File: config.mk
export PLATFORM = sky130hd
export DESIGN_NAME = three_digit_seven_segment_driver
export DESIGN_NICKNAME = d
export VERILOG_FILES = /design/src/tsd_pkg.sv /design/src/tsd_bcd.sv /design/src/tsd_front.sv /design/src/tsd_queue.sv /design/src/tsd_back.sv /design/src/three_digit_seven_segment_driver.sv
export SDC_FILE = /design/constraint.sdc
export NUM_CORES = 1
export LEC_CHECK = 0
export BUFFER_PORTS_ARGS = -buffer_cell sky130_fd_sc_hd__buf_2
export CORE_MARGIN = 3
export CORE_UTILIZATION = 55
export CTS_CLUSTER_SIZE = 24
export DETAILED_ROUTE_END_ITERATION = 8
export PLACE_DENSITY_LB_ADDON = 0.25
export SLEW_MARGIN = 30
export SYNTH_ARGS = -nofsm -noshare
export SYNTH_HDL_FRONTEND = slang
export SYNTH_SLANG_ARGS = --single-unit
File: constraint.sdc
create_clock -name clk -period 5.1 [get_ports clk]
set_input_delay 0.255 -clock clk [delete_from_list [all_inputs] [get_ports clk]]
set_output_delay 0.255 -clock clk [all_outputs]
set_load 0.02 [all_outputs]
File: src/tsd_pkg.sv
// Shared types, constants and segment encoding for the three-digit display driver.
package tsd_pkg;

	// Field widths and packing
	localparam int MAG_W         = 21;
	localparam int SEG_W         = 8;
	localparam int COM_W         = 3;
	localparam int OP_W          = 2;
	localparam int DWELL_W       = 4;
	localparam int CFG_ADDR_W    = 1;
	localparam int CFG_DATA_W    = 4;
	localparam int RAW_L_LSB     = MAG_W;
	localparam int RAW_M_LSB     = RAW_L_LSB + SEG_W;
	localparam int RAW_R_LSB     = RAW_M_LSB + SEG_W;
	localparam int S_FIELDS_W    = RAW_R_LSB + SEG_W;
	localparam int S_TDATA_W     = ((S_FIELDS_W + 7) / 8) * 8;
	localparam int M_FIELDS_W    = SEG_W + COM_W;
	localparam int M_TDATA_W     = ((M_FIELDS_W + 7) / 8) * 8;

	// Binary to BCD conversion
	localparam int BCD_DIGITS    = 7;
	localparam int BCD_W         = 4 * BCD_DIGITS;
	localparam int SHIFT_CNT_W   = $clog2(MAG_W + 1);
	localparam int DIGIT_IDX_W   = $clog2(BCD_DIGITS);

	// Command queue
	localparam int QUEUE_DEPTH   = 2;
	localparam int QUEUE_AW      = $clog2(QUEUE_DEPTH);
	localparam int QUEUE_CW      = $clog2(QUEUE_DEPTH + 1);

	// Register indexes
	localparam logic [CFG_ADDR_W-1:0] REG_COMMON_ANODE = 1'b0;
	localparam logic [CFG_ADDR_W-1:0] REG_DWELL_TICKS  = 1'b1;

	// Segment codes, common-anode polarity
	localparam logic [SEG_W-1:0] DIGIT_CODES [10] = '{
		8'd3, 8'd159, 8'd37, 8'd13, 8'd153, 8'd73, 8'd65, 8'd31, 8'd1, 8'd9
	};
	localparam logic [SEG_W-1:0] MINUS_CODE = 8'd253;
	localparam logic [SEG_W-1:0] BLANK_CODE = 8'hFF;

	typedef enum logic [OP_W-1:0] {
		OP_TICK   = 2'd0,
		OP_NUMBER = 2'd1,
		OP_RAW    = 2'd2,
		OP_CLEAR  = 2'd3
	} op_t;

	typedef enum logic [1:0] {
		PH_START  = 2'd0,
		PH_LEFT   = 2'd1,
		PH_MIDDLE = 2'd2,
		PH_RIGHT  = 2'd3
	} phase_t;

	typedef enum logic {
		BK_IDLE,
		BK_CONV
	} back_state_t;

	typedef struct packed {
		op_t              op;
		logic             neg;
		logic [MAG_W-1:0] mag;
		logic [SEG_W-1:0] raw_left;
		logic [SEG_W-1:0] raw_middle;
		logic [SEG_W-1:0] raw_right;
	} cmd_t;

	typedef struct packed {
		logic valid;
		cmd_t cmd;
	} cmd_push_t;

	typedef struct packed {
		logic [SEG_W-1:0] seg;
		logic [COM_W-1:0] com;
	} result_t;

	// Apply polarity to a common-anode code
	function automatic logic [SEG_W-1:0] seg_polar(logic [SEG_W-1:0] code, logic anode);
		return anode ? code : ~code;
	endfunction

	function automatic logic [SEG_W-1:0] seg_digit(logic [3:0] d, logic anode);
		logic [SEG_W-1:0] code;
		code = (d < 4'd10) ? DIGIT_CODES[d] : BLANK_CODE;
		return seg_polar(code, anode);
	endfunction

	// Decimal point lives in bit 0
	function automatic logic [SEG_W-1:0] seg_point(logic [SEG_W-1:0] b, logic anode);
		return anode ? (b & 8'hFE) : (b | 8'h01);
	endfunction

endpackage

File: src/tsd_bcd.sv
// Bit-serial binary to BCD converter (shift and add-3), one bit per cycle.
module tsd_bcd (
	input  logic                                  clk,
	input  logic                                  arst_n,
	input  logic                                  start,
	input  logic [tsd_pkg::MAG_W-1:0]             mag,
	output logic                                  done,
	output logic [tsd_pkg::BCD_DIGITS-1:0][3:0]   digits
);
	import tsd_pkg::*;

	logic [MAG_W-1:0]       shift_q;
	logic [BCD_W-1:0]       bcd_q;
	logic [BCD_W-1:0]       adj;
	logic [SHIFT_CNT_W-1:0] cnt_q;
	logic                   done_q;

	always_comb begin
		for (int k = 0; k < BCD_DIGITS; k++) begin
			adj[4*k +: 4] = (bcd_q[4*k +: 4] >= 4'd5) ? bcd_q[4*k +: 4] + 4'd3
			                                         : bcd_q[4*k +: 4];
		end
	end

	always_ff @(posedge clk or negedge arst_n) begin
		if (!arst_n) begin
			cnt_q  <= '0;
			done_q <= 1'b0;
		end else if (start) begin
			cnt_q  <= SHIFT_CNT_W'(MAG_W);
			done_q <= 1'b0;
		end else if (cnt_q != '0) begin
			cnt_q <= cnt_q - SHIFT_CNT_W'(1);
			if (cnt_q == SHIFT_CNT_W'(1)) begin
				done_q <= 1'b1;
			end
		end
	end

	always_ff @(posedge clk) begin
		if (start) begin
			shift_q <= mag;
			bcd_q   <= '0;
		end else if (cnt_q != '0) begin
			shift_q <= {shift_q[MAG_W-2:0], 1'b0};
			bcd_q   <= {adj[BCD_W-2:0], shift_q[MAG_W-1]};
		end
	end

	assign done   = done_q;
	assign digits = bcd_q;

endmodule

File: src/tsd_front.sv
// Input stage: accepts transactions, decodes the op and takes the value's magnitude.
module tsd_front (
	input  logic                              clk,
	input  logic                              arst_n,
	input  logic                              s_tvalid,
	output logic                              s_tready,
	input  logic [tsd_pkg::S_TDATA_W-1:0]     s_tdata,
	input  logic [tsd_pkg::OP_W-1:0]          s_tuser,
	output tsd_pkg::cmd_push_t                push,
	input  logic                              push_ready
);
	import tsd_pkg::*;

	logic             valid_s1;
	cmd_t             cmd_s1;
	cmd_t             dec;
	logic [MAG_W-1:0] value;
	logic             accept;

	always_comb begin
		value          = s_tdata[MAG_W-1:0];
		dec.op         = op_t'(s_tuser);
		dec.neg        = value[MAG_W-1];
		// two's complement magnitude; the most negative code maps onto itself
		dec.mag        = value[MAG_W-1] ? (~value + MAG_W'(1)) : value;
		dec.raw_left   = s_tdata[RAW_L_LSB +: SEG_W];
		dec.raw_middle = s_tdata[RAW_M_LSB +: SEG_W];
		dec.raw_right  = s_tdata[RAW_R_LSB +: SEG_W];
	end

	assign s_tready = !valid_s1 || push_ready;
	assign accept   = s_tvalid && s_tready;

	always_ff @(posedge clk or negedge arst_n) begin
		if (!arst_n) begin
			valid_s1 <= 1'b0;
		end else if (accept) begin
			valid_s1 <= 1'b1;
		end else if (push_ready) begin
			valid_s1 <= 1'b0;
		end
	end

	always_ff @(posedge clk) begin
		if (accept) begin
			cmd_s1 <= dec;
		end
	end

	assign push.valid = valid_s1;
	assign push.cmd   = cmd_s1;

endmodule

File: src/tsd_queue.sv
// Small command FIFO between the input stage and the execution stage.
module tsd_queue (
	input  logic                clk,
	input  logic                arst_n,
	input  tsd_pkg::cmd_push_t  push,
	output logic                push_ready,
	input  logic                pop,
	output tsd_pkg::cmd_t       head,
	output logic                head_valid
);
	import tsd_pkg::*;

	cmd_t                entry_q [QUEUE_DEPTH];
	logic [QUEUE_AW-1:0] wr_ptr_q;
	logic [QUEUE_AW-1:0] rd_ptr_q;
	logic [QUEUE_CW-1:0] count_q;
	logic                do_push;
	logic                do_pop;

	function automatic logic [QUEUE_AW-1:0] ptr_inc(logic [QUEUE_AW-1:0] p);
		return (p == QUEUE_AW'(QUEUE_DEPTH - 1)) ? '0 : p + QUEUE_AW'(1);
	endfunction

	assign push_ready = (count_q != QUEUE_CW'(QUEUE_DEPTH));
	assign head_valid = (count_q != '0);
	assign head       = entry_q[rd_ptr_q];
	assign do_push    = push.valid && push_ready;
	assign do_pop     = pop && head_valid;

	always_ff @(posedge clk or negedge arst_n) begin
		if (!arst_n) begin
			wr_ptr_q <= '0;
			rd_ptr_q <= '0;
			count_q  <= '0;
		end else begin
			if (do_push) begin
				wr_ptr_q <= ptr_inc(wr_ptr_q);
			end
			if (do_pop) begin
				rd_ptr_q <= ptr_inc(rd_ptr_q);
			end
			case ({do_push, do_pop})
				2'b10:   count_q <= count_q + QUEUE_CW'(1);
				2'b01:   count_q <= count_q - QUEUE_CW'(1);
				default: count_q <= count_q;
			endcase
		end
	end

	always_ff @(posedge clk) begin
		if (do_push) begin
			entry_q[wr_ptr_q] <= push.cmd;
		end
	end

endmodule

File: src/tsd_back.sv
// Execution stage: digit store, scan sequencer, number formatting and result register.
module tsd_back (
	input  logic                              clk,
	input  logic                              arst_n,
	input  logic                              cfg_we,
	input  logic [tsd_pkg::CFG_ADDR_W-1:0]    cfg_addr,
	input  logic [tsd_pkg::CFG_DATA_W-1:0]    cfg_data,
	input  tsd_pkg::cmd_t                     head,
	input  logic                              head_valid,
	output logic                              pop,
	output logic                              m_tvalid,
	input  logic                              m_tready,
	output tsd_pkg::result_t                  result
);
	import tsd_pkg::*;

	localparam logic [COM_W-1:0] LIT_LEFT   = 3'b001;
	localparam logic [COM_W-1:0] LIT_MIDDLE = 3'b010;
	localparam logic [COM_W-1:0] LIT_RIGHT  = 3'b100;

	// configuration
	logic               anode_q;
	logic [DWELL_W-1:0] dwell_q;

	// display state; index 2 is the left digit
	logic [2:0][SEG_W-1:0] digits_q;
	phase_t                phase_q;
	logic [DWELL_W-1:0]    count_q;
	logic [COM_W-1:0]      lit_q;
	logic [SEG_W-1:0]      seg_q;

	back_state_t state_q, state_n;
	logic        neg_q;
	logic        out_valid_q;
	result_t     out_q;
	logic        out_free;
	logic        bcd_start;
	logic        bcd_done;
	logic        emit_op;
	logic        emit_num;

	logic [BCD_DIGITS-1:0][3:0] bcd_digits;

	// tick results
	phase_t             ph_n;
	logic [DWELL_W-1:0] cnt_n;
	logic [COM_W-1:0]   lit_n;
	logic [SEG_W-1:0]   seg_n;

	// number formatting
	logic [DIGIT_IDX_W-1:0] top;
	logic [SEG_W-1:0]       fmt_left, fmt_middle, fmt_right;
	logic                   pt_left, pt_middle;
	logic [SEG_W-1:0]       fill;
	result_t                res;

	tsd_bcd u_bcd (
		.clk    (clk),
		.arst_n (arst_n),
		.start  (bcd_start),
		.mag    (head.mag),
		.done   (bcd_done),
		.digits (bcd_digits)
	);

	assign out_free = !out_valid_q || m_tready;

	// sequencer: next state
	always_comb begin
		state_n = state_q;
		case (state_q)
			BK_IDLE: if (head_valid && head.op == OP_NUMBER) state_n = BK_CONV;
			BK_CONV: if (bcd_done && out_free) state_n = BK_IDLE;
			default: state_n = BK_IDLE;
		endcase
	end

	// sequencer: outputs
	always_comb begin
		bcd_start = 1'b0;
		emit_op   = 1'b0;
		emit_num  = 1'b0;
		case (state_q)
			BK_IDLE: begin
				bcd_start = head_valid && head.op == OP_NUMBER;
				emit_op   = head_valid && head.op != OP_NUMBER && out_free;
			end
			BK_CONV: begin
				emit_num = bcd_done && out_free;
			end
			default: ;
		endcase
	end

	assign pop = bcd_start || emit_op;

	// one tick, with phase steps cascading in order
	always_comb begin
		ph_n  = phase_q;
		cnt_n = count_q;
		lit_n = lit_q;
		seg_n = seg_q;
		if (ph_n == PH_START) begin
			lit_n = lit_n | LIT_LEFT;
			seg_n = digits_q[2];
			ph_n  = PH_LEFT;
		end
		if (ph_n == PH_LEFT) begin
			cnt_n = cnt_n + DWELL_W'(1);
			if (cnt_n >= dwell_q) begin
				cnt_n = '0;
				lit_n = (lit_n & ~LIT_LEFT) | LIT_MIDDLE;
				seg_n = digits_q[1];
				ph_n  = PH_MIDDLE;
			end
		end
		if (ph_n == PH_MIDDLE) begin
			cnt_n = cnt_n + DWELL_W'(1);
			if (cnt_n >= dwell_q) begin
				cnt_n = '0;
				lit_n = (lit_n & ~LIT_MIDDLE) | LIT_RIGHT;
				seg_n = digits_q[0];
				ph_n  = PH_RIGHT;
			end
		end
		if (ph_n == PH_RIGHT) begin
			cnt_n = cnt_n + DWELL_W'(1);
			if (cnt_n >= dwell_q) begin
				cnt_n = '0;
				lit_n = lit_n & ~LIT_RIGHT;
				ph_n  = PH_START;
			end
		end
	end

	// leading integer digit: position 2 is the units digit
	always_comb begin
		if (bcd_digits[6] != 4'd0)      top = 3'd6;
		else if (bcd_digits[5] != 4'd0) top = 3'd5;
		else if (bcd_digits[4] != 4'd0) top = 3'd4;
		else if (bcd_digits[3] != 4'd0) top = 3'd3;
		else                            top = 3'd2;
	end

	always_comb begin
		pt_left   = !neg_q && top == 3'd2;
		pt_middle = (neg_q && top == 3'd2) || (!neg_q && top == 3'd3);
		if (neg_q) begin
			fmt_left   = seg_polar(MINUS_CODE, anode_q);
			fmt_middle = seg_digit(bcd_digits[top], anode_q);
			fmt_right  = seg_digit(bcd_digits[top - 3'd1], anode_q);
		end else begin
			fmt_left   = seg_digit(bcd_digits[top], anode_q);
			fmt_middle = seg_digit(bcd_digits[top - 3'd1], anode_q);
			fmt_right  = seg_digit(bcd_digits[top - 3'd2], anode_q);
		end
		if (pt_left) fmt_left = seg_point(fmt_left, anode_q);
		if (pt_middle) fmt_middle = seg_point(fmt_middle, anode_q);
	end

	assign fill = seg_polar(BLANK_CODE, anode_q);

	always_comb begin
		if (emit_op && head.op == OP_TICK) begin
			res.seg = seg_n;
			res.com = anode_q ? lit_n : ~lit_n;
		end else begin
			res.seg = seg_q;
			res.com = anode_q ? lit_q : ~lit_q;
		end
	end

	always_ff @(posedge clk or negedge arst_n) begin
		if (!arst_n) begin
			anode_q     <= 1'b1;
			dwell_q     <= DWELL_W'(3);
			digits_q    <= '0;
			phase_q     <= PH_START;
			count_q     <= '0;
			lit_q       <= '0;
			seg_q       <= '0;
			state_q     <= BK_IDLE;
			out_valid_q <= 1'b0;
		end else begin
			if (cfg_we) begin
				case (cfg_addr)
					REG_COMMON_ANODE: anode_q <= cfg_data[0];
					REG_DWELL_TICKS:  dwell_q <= cfg_data;
					default: ;
				endcase
			end
			state_q <= state_n;
			if (emit_op) begin
				case (head.op)
					OP_TICK: begin
						phase_q <= ph_n;
						count_q <= cnt_n;
						lit_q   <= lit_n;
						seg_q   <= seg_n;
					end
					OP_RAW:   digits_q <= {head.raw_left, head.raw_middle, head.raw_right};
					OP_CLEAR: digits_q <= {fill, fill, fill};
					default: ;
				endcase
			end
			if (emit_num) begin
				digits_q <= {fmt_left, fmt_middle, fmt_right};
			end
			if (emit_op || emit_num) begin
				out_valid_q <= 1'b1;
			end else if (m_tready) begin
				out_valid_q <= 1'b0;
			end
		end
	end

	always_ff @(posedge clk) begin
		if (bcd_start) begin
			neg_q <= head.neg;
		end
		if (emit_op || emit_num) begin
			out_q <= res;
		end
	end

	assign m_tvalid = out_valid_q;
	assign result   = out_q;

endmodule

File: src/three_digit_seven_segment_driver.sv
// Top level of the three-digit multiplexed seven-segment display driver.
//
// Input stream (s_*): one transaction per command. s_tuser carries the op
// (tick, write number, write raw segments, clear); s_tdata carries the value
// in hundredths and three raw segment bytes. Every command yields exactly one
// output transaction (m_*) with the segment and common pin levels as they
// stand after the command. Only ticks move the pins; writes change the stored
// digit bytes that later ticks put on the pins.
// Path: tick, raw write and clear go from input to output through the input
// register, the queue and the result register. A number write also goes
// through the bit-serial binary to BCD converter, one bit per cycle over the
// 21-bit magnitude; the converter handles one number at a time.
// Up to three commands sit in the input register and queue, so the input
// keeps accepting while a result waits on m_tready; once those are full,
// s_tready drops until the receiver takes the pending result.
// Configuration: cfg_we writes cfg_data into register cfg_addr (0 polarity,
// 1 dwell ticks) in the same edge; write only while no command is in flight.
// Reset: all digit bytes zero, scan at its start, commons inactive, common
// anode polarity with the dwell ticks register at 3.
module three_digit_seven_segment_driver (
	input  logic                              clk,
	input  logic                              arst_n,
	input  logic                              cfg_we,
	input  logic [tsd_pkg::CFG_ADDR_W-1:0]    cfg_addr,
	input  logic [tsd_pkg::CFG_DATA_W-1:0]    cfg_data,
	input  logic                              s_tvalid,
	output logic                              s_tready,
	// s_tdata: value[20:0], raw_left[28:21], raw_middle[36:29], raw_right[44:37]
	input  logic [tsd_pkg::S_TDATA_W-1:0]     s_tdata,
	// s_tuser: op[1:0]
	input  logic [tsd_pkg::OP_W-1:0]          s_tuser,
	output logic                              m_tvalid,
	input  logic                              m_tready,
	// m_tdata: segment_pins[7:0], common_pins[10:8]
	output logic [tsd_pkg::M_TDATA_W-1:0]     m_tdata
);
	import tsd_pkg::*;

	cmd_push_t push;
	logic      push_ready;
	cmd_t      head;
	logic      head_valid;
	logic      pop;
	result_t   result;

	tsd_front u_front (
		.clk        (clk),
		.arst_n     (arst_n),
		.s_tvalid   (s_tvalid),
		.s_tready   (s_tready),
		.s_tdata    (s_tdata),
		.s_tuser    (s_tuser),
		.push       (push),
		.push_ready (push_ready)
	);

	// decouples command intake from execution
	tsd_queue u_queue (
		.clk        (clk),
		.arst_n     (arst_n),
		.push       (push),
		.push_ready (push_ready),
		.pop        (pop),
		.head       (head),
		.head_valid (head_valid)
	);

	tsd_back u_back (
		.clk        (clk),
		.arst_n     (arst_n),
		.cfg_we     (cfg_we),
		.cfg_addr   (cfg_addr),
		.cfg_data   (cfg_data),
		.head       (head),
		.head_valid (head_valid),
		.pop        (pop),
		.m_tvalid   (m_tvalid),
		.m_tready   (m_tready),
		.result     (result)
	);

	// pack result, zero pad to whole bytes
	assign m_tdata = {(M_TDATA_W - M_FIELDS_W)'(0), result.com, result.seg};

endmodule

# ---- Yosys cells after proc, flatten, opt, wreduce, memory -nomap -nowiden
# Memories as Yosys holds them, arrays and structs flattened.
# Index checks and enable logic that the tools add are counted.
dict set report word_totals {
  ff_bits 168
  output_inout_bits 18
  inputBits 60
  romBits 384
  elab_cells 225
  memories 4
  ram_bits 96
}
# name depth width rd rd_clocked_by_memory_dff wr line
set mem_list {}
lappend mem_list {{(name not given)} 16 8 1 0 0 tsd_pkg.sv:87} ;# code = (d < 4'd10) ? DIGIT_CODES[d] : BLANK_CODE;
lappend mem_list {{(name not given)} 16 8 1 0 0 tsd_pkg.sv:87}
lappend mem_list {{(name not given)} 16 8 1 0 0 tsd_pkg.sv:87}
lappend mem_list {u_queue.entry_q 2 48 1 0 1 tsd_queue.sv:13} ;# cmd_t entry_q [QUEUE_DEPTH];
dict set report classes {
  n_mux 92
  bitwise_logic 11
  reduce_logical 39
  order_cmp 19
  n_eq_ne 13
  n_addsub 18
}
# operator n
set ops {}
lappend ops {{8-bit two-way mux} 22}
lappend ops {{4-bit two-way mux} 15}
lappend ops {{24-bit two-way mux} 2}
lappend ops {{24-bit one-hot mux with 2 select lines} 1}
lappend ops {{21-bit two-way mux} 2}
lappend ops {{4-bit binary-select mux with 3-bit select} 3}
lappend ops {{3-bit two-way mux} 10}
lappend ops {{4-bit by 3-bit >= comparator with 1-bit output, second input constant} 7}
lappend ops {{4-bit by 2-bit adder with 4-bit output, second input constant} 6}
lappend ops {{8-bit inverter} 3}
lappend ops {{1-bit two-way mux} 22}
lappend ops {{21-bit by 1-bit adder with 21-bit output, second input constant} 1}
lappend ops {{21-bit inverter} 1}
lappend ops {{20-bit two-way mux} 1}
lappend ops {{2-bit two-way mux} 9}
lappend ops {{4-bit nonzero test} 4}
lappend ops {{5-bit >= comparator, second input constant} 3}
lappend ops {{4-bit inverter with 5-bit output} 3}
lappend ops {{2-bit nonzero test} 7}
lappend ops {{4-bit by 1-bit adder with 4-bit output, second input constant} 3}
lappend ops {{4-bit >= comparator} 3}
lappend ops {{3-bit by 4-bit < comparator with 1-bit output, second input constant} 3}
lappend ops {{4-bit < comparator, second input constant} 3}
lappend ops {{1-bit logical AND} 11}
lappend ops {{25 further kinds} 47}

# ---- Longest topological paths before layout
dict set report depth {
  ltp_word 18
  ltp_mapped 26
  mapped_depth_nobuf 25
}

# ---- Hierarchy
# From an unflattened synthesis, not the netlist that was laid out.
dict set report unflattened {
  cells_unflattened 1207
  area_unflattened_um2 13655.6
}
# mod seq_area_each_um2 area_each_um2 n_inst cells_per_inst
set modules_own_cells {}
lappend modules_own_cells {tsd_back 1565.3 4989.8 1 611}
lappend modules_own_cells {tsd_queue 2982.9 3704.8 1 166}
lappend modules_own_cells {tsd_bcd 1341.3 2984.1 1 305}
lappend modules_own_cells {tsd_front 1466.4 1935.6 1 119}
lappend modules_own_cells {three_digit_seven_segment_driver 0.0 41.3 1 6}

# ---- Worst setup path before layout
# No wires, ideal clock.
dict set report synth_timing {
  kind {register -> register}
  start {register u_back.count_q[0]}
  end {register u_back.count_q[3]}
  period_less_slack_ns 5.669
  path_slack_ns -0.569
  t_arrival_ns 5.604
  t_required_ns 5.035
  path_buffers 1
  stages_incl_launch_ff 27
  setup_time_ns 0.065
  cell_sequence {dfrtp_1 clkbuf_1 nand3_1 xor2_1 inv_1 ha_1 nor2_1 or2_2 o21ai_0 o21ai_0 ha_1 xnor2_1 ha_1 nand2_1 o21ai_1 mux2i_1 a221oi_1 inv_1 ha_1 ha_1 a21o_1 a21o_1 a21oi_1 inv_1 or3_1 mux2i_1 a211o_1}
}
dict set report synth_via {
  elab_chain_len 12
  elab_cells_between_ends 18
  classes_between {add/sub (3); order compare (3); eq/ne (2); mux (10)}
}
# item line
set synth_lines {}
lappend synth_lines {{start: declaration} tsd_back.sv:28} ;# logic [DWELL_W-1:0] count_q;
lappend synth_lines {{start signal: assignment} tsd_back.sv:197} ;# count_q <= cnt_n;
lappend synth_lines {{4-bit by 1-bit adder with 4-bit output} tsd_back.sv:109} ;# cnt_n = cnt_n + DWELL_W'(1);
lappend synth_lines {{4-bit >= comparator} tsd_back.sv:110} ;# if (cnt_n >= dwell_q) begin
lappend synth_lines {{4-bit two-way mux} tsd_back.sv:110}
lappend synth_lines {{4-bit two-way mux} tsd_back.sv:108} ;# if (ph_n == PH_LEFT) begin
lappend synth_lines {{4-bit by 1-bit adder with 4-bit output} tsd_back.sv:118} ;# cnt_n = cnt_n + DWELL_W'(1);
lappend synth_lines {{4-bit >= comparator} tsd_back.sv:119} ;# if (cnt_n >= dwell_q) begin
lappend synth_lines {{4-bit two-way mux} tsd_back.sv:119}
lappend synth_lines {{4-bit two-way mux} tsd_back.sv:117} ;# if (ph_n == PH_MIDDLE) begin
lappend synth_lines {{4-bit by 1-bit adder with 4-bit output} tsd_back.sv:127} ;# cnt_n = cnt_n + DWELL_W'(1);
lappend synth_lines {{4-bit >= comparator} tsd_back.sv:128} ;# if (cnt_n >= dwell_q) begin
lappend synth_lines {{4-bit two-way mux} tsd_back.sv:128}
lappend synth_lines {{4-bit two-way mux (*)} tsd_back.sv:126} ;# if (ph_n == PH_RIGHT) begin
# Mark *: on every way between the ends. The rest lies on a longest branch, timed or not.
# A chain may end at the register's enable or synchronous reset.

# ---- Final worst setup path
dict set report layout_timing {
  start {register u_back.count_q[1]}
  end {register u_back.count_q[3]}
}
# Same word-level chain as after synthesis.

==> metrics.md <==
| Metric | Value |
|---|---|
| Worst skew pair latency | about 0.54 ns |
| Iter 0 DRT Violations | about 640 |
| Pre-Repair DR Iteration Count | 5 |
| Pin count of the biggest net entering global routing | 60 |
| Synth Flop Type | edfxtp_1 |
| Reg2reg end | u_back.count_q[3] |
| Max VDD drop | 451 uV |
| Max Cap Violations | 0 |
| Die W | 162 um |
| Routed vias/inst | 5.72 |
| Slew Viols, Final | 0 |
| Site Rows | 56 |
| Core ar. | 23700 um2 |
| Leading area contributor after synthesis | edfxtp_1 |
| CP Data Arrival Time | approximately 5.4 ns |
| Global-route usage over all layers | 0.214 |
| Avg WL per Cell | ~17 um |
| Relative slew margins | 0.371 |
| Ports | 78 |
| Synth top cells by count | 177 x edfxtp_1, 121 x nand2_1, 85 x mux2i_1 |
| WL final | 28.0 mm |
| # port buffers | just under 70 |
| Layout cells sized above 1 | 0.166 |
| FFs w/ async S/R, synth | 0.223 |
| Clock-pin slew on the worst setup and hold paths | 0.07 ns |
| FF-to-FF setup slack | 0.20 ns |
| Yosys reg bits | 264 |
| Min-delay src | s_tdata[7] |
| Final worst path period need | ~4.9 ns |
| Die Span Y | 162 um |
| DRC Markers | 0 |
| Die area | 26200 um2 |
| Worst Hold Class | input port to flip-flop |
| Final core utilization | 0.651 |
| Hold Crit Endpoint | u_front.push[31] |
| Cell count after synthesis | 1203 |
| Layout Skew | approximately 0.025 ns |
| Final hold vios | 0 |
| Setup violations, final | 0 |
| Ys Warns | 0 |
| Setup TNS | 0 ns |
| Hpwl dp | between 15 and 20 mm |
| Post-synth EDFFs | 177 |
| Pleak | 6.28 nW |
| Via count | slightly above 9000 |
| Cell Pwr Density | 350 nW/um2 |
| Worst-path fanout max | 6 |
| Hold path cells | 2 |
| Root buffer cell | clkbuf_16 |
| Clk sinks | around 260 |
| Mapped Avg Cell Area | 11.1 um2 |
| Reg2reg start | u_back.count_q[1] |
| Post-route ant nets | 0 |
| CTS tree | yes |
| Final #Nets | 1403 |
| Overflow after GRT | 0 |
| TritonCTS buffer count | 27 |
| Worst setup SP type | flip-flop |
| Routability Congestion | a little under 0.9 |
| Worst EP required | 5.58 ns |
| DP Worst Slack | -0.0186 ns |
| Maximum clock path buffer count | 3 |
| Initial antenna violation count | 0 |
| Reg2reg path depth | 25 |
| Top post-synthesis cells by area | edfxtp_1 40%, dfrtp_1 10%, mux2i_1 6.4% |
| Starting Density | 0.565 |
| Share of the synthesized area in the top cell type | 0.397 |
| First-pass GRT wire length | 46.2 mm |
| Status | completed |
| Yosys cell types | 77 |
| Vias in the first global route | 9057 |
| Fin crit share | 0.960 |
| Seq/Total Area, Yosys | 0.549 |
| Final Worst Setup Slack | 0.202 ns |
| Peak Freq | 0.204 GHz |
| Crit. End Element | flip-flop |
| Worst hold slack | slightly below 0.05 ns |
| WS Path Type | flip-flop to flip-flop |
| Synthesized area | 13400 um2 |
| # diodes | 0 |
| Slew @ Worst Pin | 0.943 ns |
| Count leader, synth | edfxtp_1 |
| Layout Area Growth over Synthesis | 15.2% |
| H-tree levels | 1 |
-- metal layers --
layer / share of wire / global-route usage
met1: 0.45 / 0.294
met3: 0.048 / 0.0370
met5: 0 / 0
met2: 0.48 / 0.359
met4: 0.019 / 0.0477
-- placed cells by master (no fill, tap or decap), types with 7 or more instances in the layout --
cell type	instances
edfxtp_1	177
nand2_1	119
mux2i_1	84
nor2_1	79
o21ai_0	79
a21oi_1	78
buf_2	69
dfrtp_1	53
ha_1	47
xnor2_1	43
inv_1	39
nand3_1	33
dlygate4sd3_1	33
dfxtp_1	28
clkbuf_16	27
o22ai_1	24
buf_4	20
nor3_1	19
nand2b_1	18
a211oi_1	13
o21ai_1	11
o31ai_1	8
nor3b_1	8
mux2_2	7
clkinv_2	7
-- power by group --
| group | internal, mW | leakage (nW) | switching (mW) |
|---|---|---|---|
| combinational | 0.213 | 3.26 | 0.397 |
| clock | 1.13 | 0.450 | 0.836 |
| sequential | 2.70 | 2.58 | 0.120 |
| total | 4.05 | 6.28 | 1.35 |
-- per-stage QoR --
step,instance area [um2],power (mW),std cells
floorplan,13400,3.21,1207
detailed placement,14000,3.43,1544
global placement,14000,3.40,1544
CTS,15200,5.41,1627
global route,15400,5.64,1631
finish,15400,5.40,1631
-- cell type report --
cell class,count,area [um2]
Clock buffer,32,726
Multi-Input combinational cell,832,5760
Clock inverter,18,173
Inverter,43,161
Fill cell,1879,8270
Tap cell,319,399
Timing Repair Buffer,123,837
Sequential cell,264,7360
-- cells by family (layout without fill, tap and decap cells) --
family | Yosys count | in the layout | synth area share
other | 1 | 5 | 0.000280
DFF | 264 | 264 | 0.549
muxes | 94 | 94 | 0.0728
xor gates and xnor gates | 50 | 50 | 0.0327
adders and majority gates | 52 | 52 | 0.0486
AOI/OAI and AO/OA | 289 | 289 | 0.134
and+or+nand+nor | 342 | 342 | 0.126
buffers and inverters | 111 | 216 | 0.0362
-- critical path, cell delays in order (launching register included) --
cell      delay, ns
dfrtp_2        0.47
ha_4           0.21
xor2_4         0.19
ha_4           0.28
nor3_4         0.04
nor2_2         0.13
a21oi_2        0.08
and3_1         0.20
a31o_2         0.25
a221oi_2       0.26
ha_1           0.22
nand2_2        0.08
o21ai_4        0.21
mux2i_2        0.12
a221oi_2       0.29
inv_1          0.13
buf_4          0.15
ha_1           0.27
nand2b_1       0.14
a21o_1         0.17
a21o_1         0.18
a21oi_2        0.13
inv_1          0.07
or3_1          0.31
mux2i_1        0.14
a211o_1        0.11
-- what timing repair did --
item / CTS / global route
hold endpoints to repair: 89 / 0
resized for setup: 1 / 34
endpoints found under the setup margin: 2 / 8
pin swaps: 0 / 14
buffers inserted: 0 / 4
hold buffers: 33 / 0
-- sequential cells by signal, indices dropped and copies added, names as in the netlist --
name and flops:
u_back.u_bcd.cnt_q 5, u_back.result 11, u_back.dwell_q 4, u_queue.wr_ptr_q 1
u_back.neg_q 1, u_front.valid_s1 1, u_back.u_bcd.digits 28, u_back.phase_q 2
u_queue.rd_ptr_q 1, u_back.digits_q 24, u_back.anode_q 1, u_back.seg_q 8
u_back.count_q 4, u_back.lit_q 3, u_back.m_tvalid 1, u_back.u_bcd.done 1
u_queue.count_q 2, u_queue.entry_q 96, u_back.u_bcd.shift_q 21, u_front.push 48
u_back.state_q 1
-- worst max-delay path by stage --
stage | start | to | depth (start not counted)
final | u_back.count_q[1] | u_back.count_q[3] | 25
after CTS | u_back.count_q[1] | u_back.count_q[3] | 23
after floorplan | u_back.count_q[0] | u_back.count_q[3] | 26
after detailed placement | u_back.count_q[1] | u_back.count_q[3] | 23
after global routing | u_back.count_q[1] | u_back.count_q[3] | 25
after global placement | u_back.count_q[1] | u_back.count_q[3] | 23
No activity file was read; power rests on OpenSTA's default activity.
